**src/rtl/mdhf_pkg.sv**
```systemverilog
package mdhf_pkg;

  localparam int CORDIC_STEPS = 30;
  localparam int CORDIC_GAIN_Q30 = 652032874;
  localparam int QUEUE_DEPTH = 2;
  localparam int NUM_ROWS = 3;
  localparam logic [1:0] LAST_ROW = 2'd2;

  typedef struct packed {
    logic signed [31:0] link_length;
    logic [15:0]        link_twist;
    logic signed [31:0] link_offset;
    logic [15:0]        joint_angle;
    logic               last_joint;
    logic               first_joint;
  } joint_t;

  typedef struct packed {
    logic   valid;
    joint_t joint;
  } queue_rd_t;

  // arctangent of 2^-i in units of 2^-32 turn
  function automatic logic [31:0] atan_turn(input logic [4:0] idx);
    logic [31:0] v;
    case (idx)
      5'd0:  v = 32'd536870912;
      5'd1:  v = 32'd316933406;
      5'd2:  v = 32'd167458907;
      5'd3:  v = 32'd85004756;
      5'd4:  v = 32'd42667331;
      5'd5:  v = 32'd21354465;
      5'd6:  v = 32'd10679838;
      5'd7:  v = 32'd5340245;
      5'd8:  v = 32'd2670163;
      5'd9:  v = 32'd1335087;
      5'd10: v = 32'd667544;
      5'd11: v = 32'd333772;
      5'd12: v = 32'd166886;
      5'd13: v = 32'd83443;
      5'd14: v = 32'd41722;
      5'd15: v = 32'd20861;
      5'd16: v = 32'd10430;
      5'd17: v = 32'd5215;
      5'd18: v = 32'd2608;
      5'd19: v = 32'd1304;
      5'd20: v = 32'd652;
      5'd21: v = 32'd326;
      5'd22: v = 32'd163;
      5'd23: v = 32'd81;
      5'd24: v = 32'd41;
      5'd25: v = 32'd20;
      5'd26: v = 32'd10;
      5'd27: v = 32'd5;
      5'd28: v = 32'd3;
      5'd29: v = 32'd1;
      default: v = 32'd0;
    endcase
    return v;
  endfunction

endpackage

```
**src/rtl/mdhf_if.sv**
```systemverilog
interface mdhf_in_if;
  logic               valid;
  logic               ready;
  logic signed [31:0] link_length;
  logic [15:0]        link_twist;
  logic signed [31:0] link_offset;
  logic [15:0]        joint_angle;
  logic               last_joint;

  modport source (output valid, link_length, link_twist, link_offset, joint_angle,
                  last_joint, input ready);
  modport sink (input valid, link_length, link_twist, link_offset, joint_angle,
                last_joint, output ready);
endinterface

interface mdhf_out_if #(
  parameter int ROT_W = 18
);
  logic                    valid;
  logic                    ready;
  logic [1:0]              row_index;
  logic signed [ROT_W-1:0] rot_col0;
  logic signed [ROT_W-1:0] rot_col1;
  logic signed [ROT_W-1:0] rot_col2;
  logic signed [31:0]      translation;
  logic                    last_row;

  modport source (output valid, row_index, rot_col0, rot_col1, rot_col2, translation,
                  last_row, input ready);
  modport sink (input valid, row_index, rot_col0, rot_col1, rot_col2, translation,
                last_row, output ready);
endinterface

```
**src/rtl/mdhf_queue.sv**
```systemverilog
module mdhf_queue (
  input  logic              clk,
  input  logic              rst_n,
  input  logic              push,
  input  mdhf_pkg::joint_t  push_joint,
  output logic              full,
  input  logic              pop,
  output mdhf_pkg::queue_rd_t rd
);

  localparam int DEPTH = mdhf_pkg::QUEUE_DEPTH;
  localparam int PW = (DEPTH > 1) ? $clog2(DEPTH) : 1;
  localparam int CW = $clog2(DEPTH + 1);

  mdhf_pkg::joint_t mem_r [DEPTH];
  logic [PW-1:0] wr_ptr_r, rd_ptr_r;
  logic [CW-1:0] count_r;

  assign full = (count_r == CW'(DEPTH));
  assign rd.valid = (count_r != '0);
  assign rd.joint = mem_r[rd_ptr_r];

  always_ff @(posedge clk) begin
    if (push) begin
      mem_r[wr_ptr_r] <= push_joint;
    end
    if (!rst_n) begin
      wr_ptr_r <= '0;
      rd_ptr_r <= '0;
      count_r <= '0;
    end else begin
      if (push) begin
        wr_ptr_r <= (wr_ptr_r == PW'(DEPTH - 1)) ? '0 : wr_ptr_r + 1'b1;
      end
      if (pop) begin
        rd_ptr_r <= (rd_ptr_r == PW'(DEPTH - 1)) ? '0 : rd_ptr_r + 1'b1;
      end
      case ({push, pop})
        2'b10:   count_r <= count_r + 1'b1;
        2'b01:   count_r <= count_r - 1'b1;
        default: count_r <= count_r;
      endcase
    end
  end

endmodule

```
**src/rtl/mdhf_front.sv**
```systemverilog
module mdhf_front (
  input  logic             clk,
  input  logic             rst_n,
  mdhf_in_if.sink          in_chan,
  input  logic             q_full,
  output logic             q_push,
  output mdhf_pkg::joint_t q_joint
);

  logic started_r;

  assign in_chan.ready = !q_full;
  assign q_push = in_chan.valid && !q_full;

  always_comb begin
    q_joint.link_length = in_chan.link_length;
    q_joint.link_twist  = in_chan.link_twist;
    q_joint.link_offset = in_chan.link_offset;
    q_joint.joint_angle = in_chan.joint_angle;
    q_joint.last_joint  = in_chan.last_joint;
    // first joint of a chain loads the accumulator instead of multiplying
    q_joint.first_joint = !started_r;
  end

  always_ff @(posedge clk) begin
    if (!rst_n) begin
      started_r <= 1'b0;
    end else if (q_push) begin
      started_r <= !in_chan.last_joint;
    end
  end

endmodule

```
**src/rtl/mdhf_back.sv**
```systemverilog
module mdhf_back #(
  parameter int ANGLE_BITS = 16,
  parameter int ROT_FRAC_BITS = 16
) (
  input  logic                clk,
  input  logic                rst_n,
  input  mdhf_pkg::queue_rd_t q_rd,
  output logic                q_pop,
  mdhf_out_if.source          out_chan
);

  localparam int RF = ROT_FRAC_BITS;
  localparam int RW = ROT_FRAC_BITS + 2;
  localparam int PW = RW + 32;
  localparam int SW = RW + 34;
  localparam int CSH = 30 - ROT_FRAC_BITS;
  localparam int ASH = 32 - ANGLE_BITS;
  localparam logic [31:0] AMASK = 32'((64'd1 << ANGLE_BITS) - 64'd1);
  localparam logic signed [33:0] C_HALF = (CSH == 0) ? 34'sd0 : 34'sd1 <<< (CSH - 1);
  localparam logic signed [33:0] C_ONE = 34'sd1 <<< RF;
  localparam logic signed [SW-1:0] P_HALF = SW'(1) <<< (RF - 1);
  localparam logic signed [SW-1:0] P_ONE = SW'(1) <<< RF;
  localparam logic signed [SW-1:0] TR_MAX = SW'(64'sd2147483647);
  localparam logic signed [SW-1:0] TR_MIN = -SW'(64'sd2147483648);
  localparam logic [4:0] LAST_STEP = 5'(mdhf_pkg::CORDIC_STEPS - 1);

  typedef enum logic [2:0] {
    S_IDLE, S_CORD, S_LMUL, S_LACC, S_MMUL, S_MACC, S_EMIT
  } state_t;

  state_t state_r;
  logic [4:0] cnt_r;
  logic theta_r, neg_r;
  logic signed [33:0] x_r, y_r, z_r;
  logic signed [RW-1:0] sa_r, ca_r, st_r;
  mdhf_pkg::joint_t job_r;
  logic [2:0] op_r;
  logic [1:0] r_r, c_r, k_r, emit_idx_r;
  logic signed [PW-1:0] prod_r;
  logic signed [SW-1:0] sum_r;
  logic signed [RW-1:0] lr_r [9];
  logic signed [31:0] lt_r [3];
  logic signed [RW-1:0] acc_rot_r [9];
  logic signed [31:0] acc_tr_r [3];
  logic signed [RW-1:0] tmp_r [3];
  logic out_valid_r;

  function automatic logic [34:0] ang_prep(input logic [15:0] ang);
    logic [31:0] a;
    logic neg;
    a = (32'(ang) & AMASK) << ASH;
    neg = a[31] ^ a[30];
    if (neg) begin
      a[31] = ~a[31];
    end
    return {neg, 34'(signed'(a))};
  endfunction

  function automatic logic signed [RW-1:0] cord_fin(input logic signed [33:0] v,
                                                    input logic neg);
    logic signed [33:0] r;
    r = (v + C_HALF) >>> CSH;
    if (neg) begin
      r = -r;
    end
    if (r > C_ONE) begin
      r = C_ONE;
    end else if (r < -C_ONE) begin
      r = -C_ONE;
    end
    return RW'(r);
  endfunction

  function automatic logic signed [RW-1:0] rot_sat(input logic signed [SW-1:0] v);
    logic signed [SW-1:0] r;
    r = v;
    if (r > P_ONE) begin
      r = P_ONE;
    end else if (r < -P_ONE) begin
      r = -P_ONE;
    end
    return RW'(r);
  endfunction

  function automatic logic signed [31:0] tr_sat(input logic signed [SW-1:0] v);
    logic signed [SW-1:0] r;
    r = v;
    if (r > TR_MAX) begin
      r = TR_MAX;
    end else if (r < TR_MIN) begin
      r = TR_MIN;
    end
    return 32'(r);
  endfunction

  // cordic step
  logic signed [33:0] shx, shy, at, xn, yn, zn;
  logic [34:0] prep_tw, prep_th;
  logic signed [RW-1:0] cos_v, sin_v;

  always_comb begin
    shx = x_r >>> cnt_r;
    shy = y_r >>> cnt_r;
    at = 34'(mdhf_pkg::atan_turn(cnt_r));
    if (!z_r[33]) begin
      xn = x_r - shy;
      yn = y_r + shx;
      zn = z_r - at;
    end else begin
      xn = x_r + shy;
      yn = y_r - shx;
      zn = z_r + at;
    end
    cos_v = cord_fin(xn, neg_r);
    sin_v = cord_fin(yn, neg_r);
    prep_tw = ang_prep(q_rd.joint.link_twist);
    prep_th = ang_prep(job_r.joint_angle);
  end

  // shared multiplier operands
  logic signed [RW-1:0] mul_a;
  logic signed [31:0] mul_b;
  logic [3:0] idx_a, idx_b;
  logic signed [RW-1:0] neg_sa;

  always_comb begin
    neg_sa = -sa_r;
    idx_a = 4'(r_r) * 4'd3 + 4'(k_r);
    idx_b = 4'(k_r) * 4'd3 + 4'(c_r);
    if (state_r == S_LMUL) begin
      case (op_r)
        3'd0: begin mul_a = lr_r[0]; mul_b = 32'(ca_r); end
        3'd1: begin mul_a = lr_r[0]; mul_b = 32'(ca_r); end
        3'd2: begin mul_a = lr_r[0]; mul_b = 32'(sa_r); end
        3'd3: begin mul_a = lr_r[0]; mul_b = 32'(sa_r); end
        3'd4: begin mul_a = neg_sa; mul_b = job_r.link_offset; end
        default: begin mul_a = ca_r; mul_b = job_r.link_offset; end
      endcase
      // st for even ops, ct for odd ops among the first four
      if (op_r == 3'd0 || op_r == 3'd2) begin
        mul_a = st_r;
      end
    end else begin
      mul_a = acc_rot_r[idx_a];
      mul_b = (c_r == 2'd3) ? lt_r[k_r] : 32'(lr_r[idx_b]);
    end
  end

  // product rounding
  logic signed [SW-1:0] acc_base, sum_v, rnd;
  logic signed [RW-1:0] rs;
  logic signed [31:0] ts, tacc;

  always_comb begin
    acc_base = (state_r == S_LACC || k_r == 2'd0) ? '0 : sum_r;
    sum_v = acc_base + SW'(prod_r);
    rnd = (sum_v + P_HALF) >>> RF;
    rs = rot_sat(rnd);
    ts = tr_sat(rnd);
    tacc = tr_sat(rnd + SW'(acc_tr_r[r_r]));
  end

  assign q_pop = (state_r == S_IDLE) && q_rd.valid;

  assign out_chan.valid = out_valid_r;
  assign out_chan.row_index = emit_idx_r;
  assign out_chan.rot_col0 = acc_rot_r[0];
  assign out_chan.rot_col1 = acc_rot_r[1];
  assign out_chan.rot_col2 = acc_rot_r[2];
  assign out_chan.translation = acc_tr_r[0];
  assign out_chan.last_row = (emit_idx_r == mdhf_pkg::LAST_ROW);

  always_ff @(posedge clk) begin
    if (!rst_n) begin
      state_r <= S_IDLE;
      out_valid_r <= 1'b0;
      emit_idx_r <= '0;
      cnt_r <= '0;
      theta_r <= 1'b0;
      op_r <= '0;
      r_r <= '0;
      c_r <= '0;
      k_r <= '0;
    end else begin
      case (state_r)
        S_IDLE: begin
          if (q_rd.valid) begin
            job_r <= q_rd.joint;
            x_r <= 34'(mdhf_pkg::CORDIC_GAIN_Q30);
            y_r <= '0;
            z_r <= prep_tw[33:0];
            neg_r <= prep_tw[34];
            cnt_r <= '0;
            theta_r <= 1'b0;
            state_r <= S_CORD;
          end
        end
        S_CORD: begin
          x_r <= xn;
          y_r <= yn;
          z_r <= zn;
          cnt_r <= cnt_r + 1'b1;
          if (cnt_r == LAST_STEP) begin
            cnt_r <= '0;
            if (!theta_r) begin
              sa_r <= sin_v;
              ca_r <= cos_v;
              theta_r <= 1'b1;
              x_r <= 34'(mdhf_pkg::CORDIC_GAIN_Q30);
              y_r <= '0;
              z_r <= prep_th[33:0];
              neg_r <= prep_th[34];
            end else begin
              st_r <= sin_v;
              lr_r[0] <= cos_v;
              lr_r[1] <= -sin_v;
              lr_r[2] <= '0;
              lr_r[5] <= -sa_r;
              lr_r[8] <= ca_r;
              lt_r[0] <= job_r.link_length;
              op_r <= '0;
              state_r <= S_LMUL;
            end
          end
        end
        S_LMUL: begin
          prod_r <= mul_a * mul_b;
          state_r <= S_LACC;
        end
        S_LACC: begin
          op_r <= op_r + 1'b1;
          state_r <= S_LMUL;
          case (op_r)
            3'd0: lr_r[3] <= rs;
            3'd1: lr_r[4] <= rs;
            3'd2: lr_r[6] <= rs;
            3'd3: lr_r[7] <= rs;
            3'd4: lt_r[1] <= ts;
            default: begin
              lt_r[2] <= ts;
              r_r <= '0;
              c_r <= '0;
              k_r <= '0;
              if (job_r.first_joint) begin
                acc_rot_r <= lr_r;
                acc_tr_r[0] <= lt_r[0];
                acc_tr_r[1] <= lt_r[1];
                acc_tr_r[2] <= ts;
                out_valid_r <= job_r.last_joint;
                emit_idx_r <= '0;
                state_r <= job_r.last_joint ? S_EMIT : S_IDLE;
              end else begin
                state_r <= S_MMUL;
              end
            end
          endcase
        end
        S_MMUL: begin
          prod_r <= mul_a * mul_b;
          state_r <= S_MACC;
        end
        S_MACC: begin
          sum_r <= sum_v;
          state_r <= S_MMUL;
          if (k_r != 2'd2) begin
            k_r <= k_r + 1'b1;
          end else begin
            k_r <= '0;
            if (c_r != 2'd3) begin
              tmp_r[c_r] <= rs;
              c_r <= c_r + 1'b1;
            end else begin
              // row finished: translation used the old row, now commit it
              c_r <= '0;
              acc_rot_r[idx_a - 4'd2] <= tmp_r[0];
              acc_rot_r[idx_a - 4'd1] <= tmp_r[1];
              acc_rot_r[idx_a] <= tmp_r[2];
              acc_tr_r[r_r] <= tacc;
              if (r_r == mdhf_pkg::LAST_ROW) begin
                r_r <= '0;
                out_valid_r <= job_r.last_joint;
                emit_idx_r <= '0;
                state_r <= job_r.last_joint ? S_EMIT : S_IDLE;
              end else begin
                r_r <= r_r + 1'b1;
              end
            end
          end
        end
        S_EMIT: begin
          if (out_chan.ready) begin
            // rows move up so the output always shows row zero
            for (int i = 0; i < 6; i++) begin
              acc_rot_r[i] <= acc_rot_r[i + 3];
            end
            acc_tr_r[0] <= acc_tr_r[1];
            acc_tr_r[1] <= acc_tr_r[2];
            emit_idx_r <= emit_idx_r + 1'b1;
            if (emit_idx_r == mdhf_pkg::LAST_ROW) begin
              out_valid_r <= 1'b0;
              emit_idx_r <= '0;
              state_r <= S_IDLE;
            end
          end
        end
        default: state_r <= S_IDLE;
      endcase
    end
  end

  a_out_only_emit: assert property (@(posedge clk) disable iff (!rst_n)
    out_valid_r |-> state_r == S_EMIT)
    else $error("result shown outside emit");

  a_cordic_range: assert property (@(posedge clk) disable iff (!rst_n)
    state_r == S_CORD |-> cnt_r <= LAST_STEP)
    else $error("cordic step count out of range");

  a_emit_ends: assert property (@(posedge clk) disable iff (!rst_n)
    state_r == S_EMIT && out_chan.ready && emit_idx_r == mdhf_pkg::LAST_ROW
    |=> state_r == S_IDLE && !out_valid_r)
    else $error("emit did not finish after last row");

  a_pop_idle: assert property (@(posedge clk) disable iff (!rst_n)
    q_pop |=> state_r == S_CORD && cnt_r == 5'd0 && !theta_r)
    else $error("joint taken without starting cordic");

endmodule

```
**src/rtl/mdh_forward_kinematics_chain_unit.sv**
```systemverilog
// channel    dir  fields                                              request
// in_chan    in   link_length, link_twist, link_offset, joint_angle,  one joint
//                 last_joint
// out_chan   out  row_index, rot_col0..2, translation, last_row       one row
//
// a joint runs the cordic for its twist, then for its angle, then builds its link matrix
// on the shared multiplier and folds it into the chain, which a first joint loads instead
// the single multiplier and the one-step-per-cycle cordic set the pace of this work
// a last joint then shows three rows, one per cycle while out_chan is ready
// rst_n is synchronous; the two-entry queue keeps taking joints while rows stall
module mdh_forward_kinematics_chain_unit #(
  parameter int ANGLE_BITS = 16,
  parameter int ROT_FRAC_BITS = 16
) (
  input  logic       clk,
  input  logic       rst_n,
  mdhf_in_if.sink    in_chan,
  mdhf_out_if.source out_chan
);

  logic q_push, q_full, q_pop;
  mdhf_pkg::joint_t q_joint;
  mdhf_pkg::queue_rd_t q_rd;

  mdhf_front u_front (
    .clk     (clk),
    .rst_n   (rst_n),
    .in_chan (in_chan),
    .q_full  (q_full),
    .q_push  (q_push),
    .q_joint (q_joint)
  );

  mdhf_queue u_queue (
    .clk        (clk),
    .rst_n      (rst_n),
    .push       (q_push),
    .push_joint (q_joint),
    .full       (q_full),
    .pop        (q_pop),
    .rd         (q_rd)
  );

  mdhf_back #(
    .ANGLE_BITS    (ANGLE_BITS),
    .ROT_FRAC_BITS (ROT_FRAC_BITS)
  ) u_back (
    .clk      (clk),
    .rst_n    (rst_n),
    .q_rd     (q_rd),
    .q_pop    (q_pop),
    .out_chan (out_chan)
  );

endmodule

```
**src/flat_wrapper.sv**
```systemverilog
// flat-port wrapper written by rule: the top's interface ports become plain ports
module mdh_forward_kinematics_chain_unit_flat 
#(
  parameter int ANGLE_BITS = 16,
  parameter int ROT_FRAC_BITS = 16
)
  (clk, rst_n, in_chan_valid, in_chan_link_length, in_chan_link_twist, in_chan_link_offset, in_chan_joint_angle, in_chan_last_joint, in_chan_ready, out_chan_valid, out_chan_row_index, out_chan_rot_col0, out_chan_rot_col1, out_chan_rot_col2, out_chan_translation, out_chan_last_row, out_chan_ready);
  mdhf_in_if in_chan_i ();
  mdhf_out_if #(.ROT_W(18)) out_chan_i ();
  input  logic clk;
  input  logic rst_n;
  input wire logic [$bits(in_chan_i.valid)-1:0] in_chan_valid;
  input wire logic [$bits(in_chan_i.link_length)-1:0] in_chan_link_length;
  input wire logic [$bits(in_chan_i.link_twist)-1:0] in_chan_link_twist;
  input wire logic [$bits(in_chan_i.link_offset)-1:0] in_chan_link_offset;
  input wire logic [$bits(in_chan_i.joint_angle)-1:0] in_chan_joint_angle;
  input wire logic [$bits(in_chan_i.last_joint)-1:0] in_chan_last_joint;
  output wire logic [$bits(in_chan_i.ready)-1:0] in_chan_ready;
  output wire logic [$bits(out_chan_i.valid)-1:0] out_chan_valid;
  output wire logic [$bits(out_chan_i.row_index)-1:0] out_chan_row_index;
  output wire logic [$bits(out_chan_i.rot_col0)-1:0] out_chan_rot_col0;
  output wire logic [$bits(out_chan_i.rot_col1)-1:0] out_chan_rot_col1;
  output wire logic [$bits(out_chan_i.rot_col2)-1:0] out_chan_rot_col2;
  output wire logic [$bits(out_chan_i.translation)-1:0] out_chan_translation;
  output wire logic [$bits(out_chan_i.last_row)-1:0] out_chan_last_row;
  input wire logic [$bits(out_chan_i.ready)-1:0] out_chan_ready;
  assign in_chan_i.valid = in_chan_valid;
  assign in_chan_i.link_length = in_chan_link_length;
  assign in_chan_i.link_twist = in_chan_link_twist;
  assign in_chan_i.link_offset = in_chan_link_offset;
  assign in_chan_i.joint_angle = in_chan_joint_angle;
  assign in_chan_i.last_joint = in_chan_last_joint;
  assign in_chan_ready = in_chan_i.ready;
  assign out_chan_valid = out_chan_i.valid;
  assign out_chan_row_index = out_chan_i.row_index;
  assign out_chan_rot_col0 = out_chan_i.rot_col0;
  assign out_chan_rot_col1 = out_chan_i.rot_col1;
  assign out_chan_rot_col2 = out_chan_i.rot_col2;
  assign out_chan_translation = out_chan_i.translation;
  assign out_chan_last_row = out_chan_i.last_row;
  assign out_chan_i.ready = out_chan_ready;
  mdh_forward_kinematics_chain_unit #(.ANGLE_BITS(ANGLE_BITS), .ROT_FRAC_BITS(ROT_FRAC_BITS)) u_core (.clk(clk), .rst_n(rst_n), .in_chan(in_chan_i), .out_chan(out_chan_i));
endmodule
```
**config.mk**
```make
export PLATFORM = sky130hd
export DESIGN_NAME = mdh_forward_kinematics_chain_unit_flat
export DESIGN_NICKNAME = d
export VERILOG_FILES = /design/src/rtl/mdhf_pkg.sv /design/src/rtl/mdhf_if.sv /design/src/rtl/mdhf_queue.sv /design/src/rtl/mdhf_front.sv /design/src/rtl/mdhf_back.sv /design/src/rtl/mdh_forward_kinematics_chain_unit.sv /design/src/flat_wrapper.sv
export SDC_FILE = /design/constraint.sdc
export NUM_CORES = 2
export LEC_CHECK = 0
export BUFFER_PORTS_ARGS = -buffer_cell sky130_fd_sc_hd__buf_2
export CORE_MARGIN = 2
export CORE_UTILIZATION = 45
export DETAILED_ROUTE_END_ITERATION = 16
export PLACE_DENSITY_LB_ADDON = 0.1
export SLEW_MARGIN = 5
export SYNTH_ARGS = -nofsm -noshare
export SYNTH_HDL_FRONTEND = slang
export SYNTH_SLANG_ARGS = --single-unit
```
**constraint.sdc**
```tcl
create_clock -name clk -period 22.1 [get_ports clk]
set_input_delay 2.21 -clock clk [delete_from_list [all_inputs] [get_ports clk]]
set_output_delay 2.21 -clock clk [all_outputs]
set_load 0.01 [all_outputs]
```
==> key figures <==
Synthesis
  • Synth area leader: edfxtp_1
  • Top_reg_cell synth: edfxtp_1
  • Post-synth cell types: 101
  • FF+latch count, synth: 1,181
  • Top area cells in the synthesized netlist: edfxtp_1, fa_1, ha_1
  • Mapped Area: 0.0932 mm2
  • Synth Instances: 9,190
  • Syn nets: 10,200
  • Seq/Total Area, Yosys: 37.4%
  • Synth top area share: 36.1%
  • Syn. warnings: 0
  • Post-synthesis async set-or-reset flop share: 0%
  • Number of flops mapped to enable cells by yosys: 1,120
  • Avg Inst Size Synth: 10.1 um2

Routing
  • Detailed Routing Iterations Pass 1: 7
  • Via count: 73,600
  • Drt drc: 0
  • Starting DRT DRC Count: 8,535
  • Post-DRT Antenna Nets: 0
  • Vias/cell: 6.16
  • Per-cell routed wire length: 26.9 um
  • DRT Wirelength: 322,000 um

Critical path
  • R2R Setup Slk: 10.31 ns
  • Worst flop-to-flop path endpoint: u_core.u_back.prod_r[42]
  • Reg2reg start: u_core.u_back.r_r[0]
  • CP bufs+invs: 5
  • Largest fanout on the critical path: 32
  • Worst path slowest cell: nor3_4
  • Type of origin of the critical path: flop
  • Crit path DAT: 12.31 ns
  • CP endpoint kind: flop
  • Crit Path Category: reg -> reg
  • R2R depth: 35
  • Cell family with most CP delay: adder cells
  • Slowest cell delay on critical path: 1.01 ns
  • CP required: 22.62 ns
  • CP most frequent cell: fa_1

CTS
  • Clock buffer depth: 3
  • Sink Count: 1,181
  • CTS Buf Count: 142
  • Clk_lat worst skew: 0.84 ns
  • CTS tree: yes
  • Cts repair resizes: 0
  • Hold buffers post-CTS: 0
  • Post-CTS setup repair buffer count: 0
  • Total number of H-tree levels: 4
  • Clock transition at path regs: 0.06 ns
  • Root Buffer: clkbuf_16

Global route
  • Vias in the first global route: 72,000
  • GRT Util Overall: 30.2%
  • First-pass GRT wire length: 477,000 um
  • Largest net degree at the start of global routing: 87
  • Initial antenna violation count: 17
  • Grt ovf: 0

Layout
  • Area growth syn-to-layout: 8.91%
  • Nets: 10,100
  • Layout cells sized above 1: 11.5%

Hold path
  • Min-Delay Path Depth: 0
  • Worst min path class: reg -> reg
  • Worst Hold End: u_core.u_back.lt_r[0][14]
  • Worst Hold Launch: u_core.u_back.job_r[80]

Floorplan
  • Core Area: 0.206 mm2
  • Die width: 459 um
  • Ports: 192
  • Die ar.: 0.211 mm2
  • Row Count: 167
  • Initial Util: 45.1%
  • Die extent in y: 459 um

Timing
  • Layout Skew: 0.0688 ns
  • Final Setup Violations: 0
  • Max-slew violation count: 0
  • Worst-margin pin slew: 1.35 ns
  • Setup TNS: 0 ns
  • RSZ-0062 raised after global routing: false
  • Max Fclk: 84.8 MHz
  • Crit path setup slack, layout: 10.31 ns
  • Final hold vios: 0
  • Period utilization: 53.3%
  • Final min period: 11.79 ns
  • Max_slew headroom: 10.1%

Placement
  • Post-DP HPWL: 232,000 um
  • Port Buf Inserts: 191
  • Worst slack, placed: 10.54 ns
  • Global placement routability congestion: 0.922

Pwr
  • Pwr dens: 118 mW/mm2
  • Leak pwr: 40.2 nW
  • Maximum vdd drop: 0.192 mV

Job
  • Max cap viols: 0

Outcome
  • Run status: finished clean
==> metrics by stage <==
step                      hold slack (ns)  power, mW  util [%]  cell area, um2  instances
final                               0.411       12.0      49.2          102000      11900
after detailed placement            0.405       9.60      46.9           96900      11700
after floorplan                     0.400       7.89         -           93200       9190
after CTS                           0.413       12.0      49.2          101000      11900
after global routing                0.422       12.8      49.2          101000      11900
after global placement              0.403       9.54      46.9           96900      11700
==> synthesized netlist by cell type (167+ instances only) <==
cell type and number:
inv_1 751, xnor2_1 252, mux2i_1 224, edfxtp_1 1120
and2_1 167, nand2_1 940, fa_1 563, o21ai_0 426
a21oi_1 593, a22oi_1 180, clkbuf_1 455, ha_1 350
nor2_1 708
==> layer usage <==
layer  GRT usage (%)  vias up  part of all wire [%]
met1            42.1    36800                    43
met2            46.8     3486                    45
met3            5.08      595                   8.1
met5               0        -                0.0072
li1                -    32700                     -
met4            12.2        4                   4.5
==> layout make-up <==
cell class / count / area [um2]
Antenna cell: 10 / 25.0
Clock buffer: 171 / 3750
Clock inverter: 82 / 826
Fill cell: 18900 / 105000
Inverter: 756 / 2840
Multi-Input combinational cell: 6645 / 53300
Sequential cell: 1181 / 34900
Tap cell: 2704 / 3380
Timing Repair Buffer: 392 / 2470
==> worst max-delay path by stage <==
stage                                               to  cells past startpoint  slack (ns)            startpoint
after floorplan           u_core.u_back.acc_rot_r[100]                      3       10.89                 rst_n
after global placement        u_core.u_back.prod_r[42]                     36        9.89  u_core.u_back.k_r[0]
after detailed placement      u_core.u_back.prod_r[42]                     35       10.54  u_core.u_back.r_r[0]
after CTS                     u_core.u_back.prod_r[42]                     35       10.47  u_core.u_back.r_r[0]
after global routing          u_core.u_back.prod_r[42]                     35        9.64  u_core.u_back.r_r[0]
final                         u_core.u_back.prod_r[42]                     35       10.31  u_core.u_back.r_r[0]
==> layout by cell type, fill, tap and decap left out, types with 28 or more instances in the layout <==
cell / instances
mux2i_1: 221
buf_4: 200
o21ai_0: 425
a222oi_1: 30
inv_1: 750
nand2_1: 938
a221o_1: 28
xor2_1: 148
or2_2: 32
and2_1: 164
o21a_1: 72
clkbuf_16: 145
a221oi_1: 33
a31oi_1: 88
a22oi_1: 180
mux4_2: 164
buf_2: 191
o211ai_1: 53
a21o_1: 105
nor3_1: 135
nor2b_1: 128
edfxtp_1: 1120
dfxtp_1: 53
nand4_1: 34
a211oi_1: 166
ha_1: 346
and3_1: 113
nand2b_1: 88
nor4_1: 50
fa_1: 563
o22ai_1: 41
a21oi_1: 579
nor2_1: 688
nand3_1: 149
mux2_2: 148
xnor2_1: 252
or3_1: 52
==> registers in the layout, summed over array words and instances (netlist names), 30 cells and up, named ones only <==
signal	cells
u_core.u_back.y_r	34
u_core.u_back.lt_r	96
u_core.u_back.prod_r	50
u_core.u_back.tmp_r	54
u_core.u_queue.mem_r	196
u_core.u_back.acc_tr_r	128
u_core.u_back.job_r	82
u_core.u_back.z_r	34
u_core.u_back.lr_r	143
u_core.u_back.at	30
u_core.u_back.sum_r	52
u_core.u_back.acc_rot_r	108
u_core.u_back.x_r	34
==> cells by family (layout without fill, tap and decap cells) <==
family | count (synthesis) | count (layout) | share of synthesized area, %
adders and majority gates | 914 | 914 | 16.8
buffers and inverters | 1364 | 1401 | 5.76
other | 0 | 10 | 0
AOI/OAI and AO/OA | 2083 | 2083 | 14.5
muxes | 536 | 536 | 8.16
DFF | 1181 | 1181 | 37.4
and+or+nand+nor | 2712 | 2712 | 13.6
xor gates and xnor gates | 400 | 400 | 3.76
==> power by group <==
group	leakage [nW]	internal [mW]	total [mW]	switching, mW
Combinational	27.1	2.47	6.64	4.17
Clock	2.23	1.35	2.36	1.01
Sequential	10.9	2.84	3.02	0.188
Total	40.2	6.65	12.0	5.36
Power figures use the tool's default switching activity.
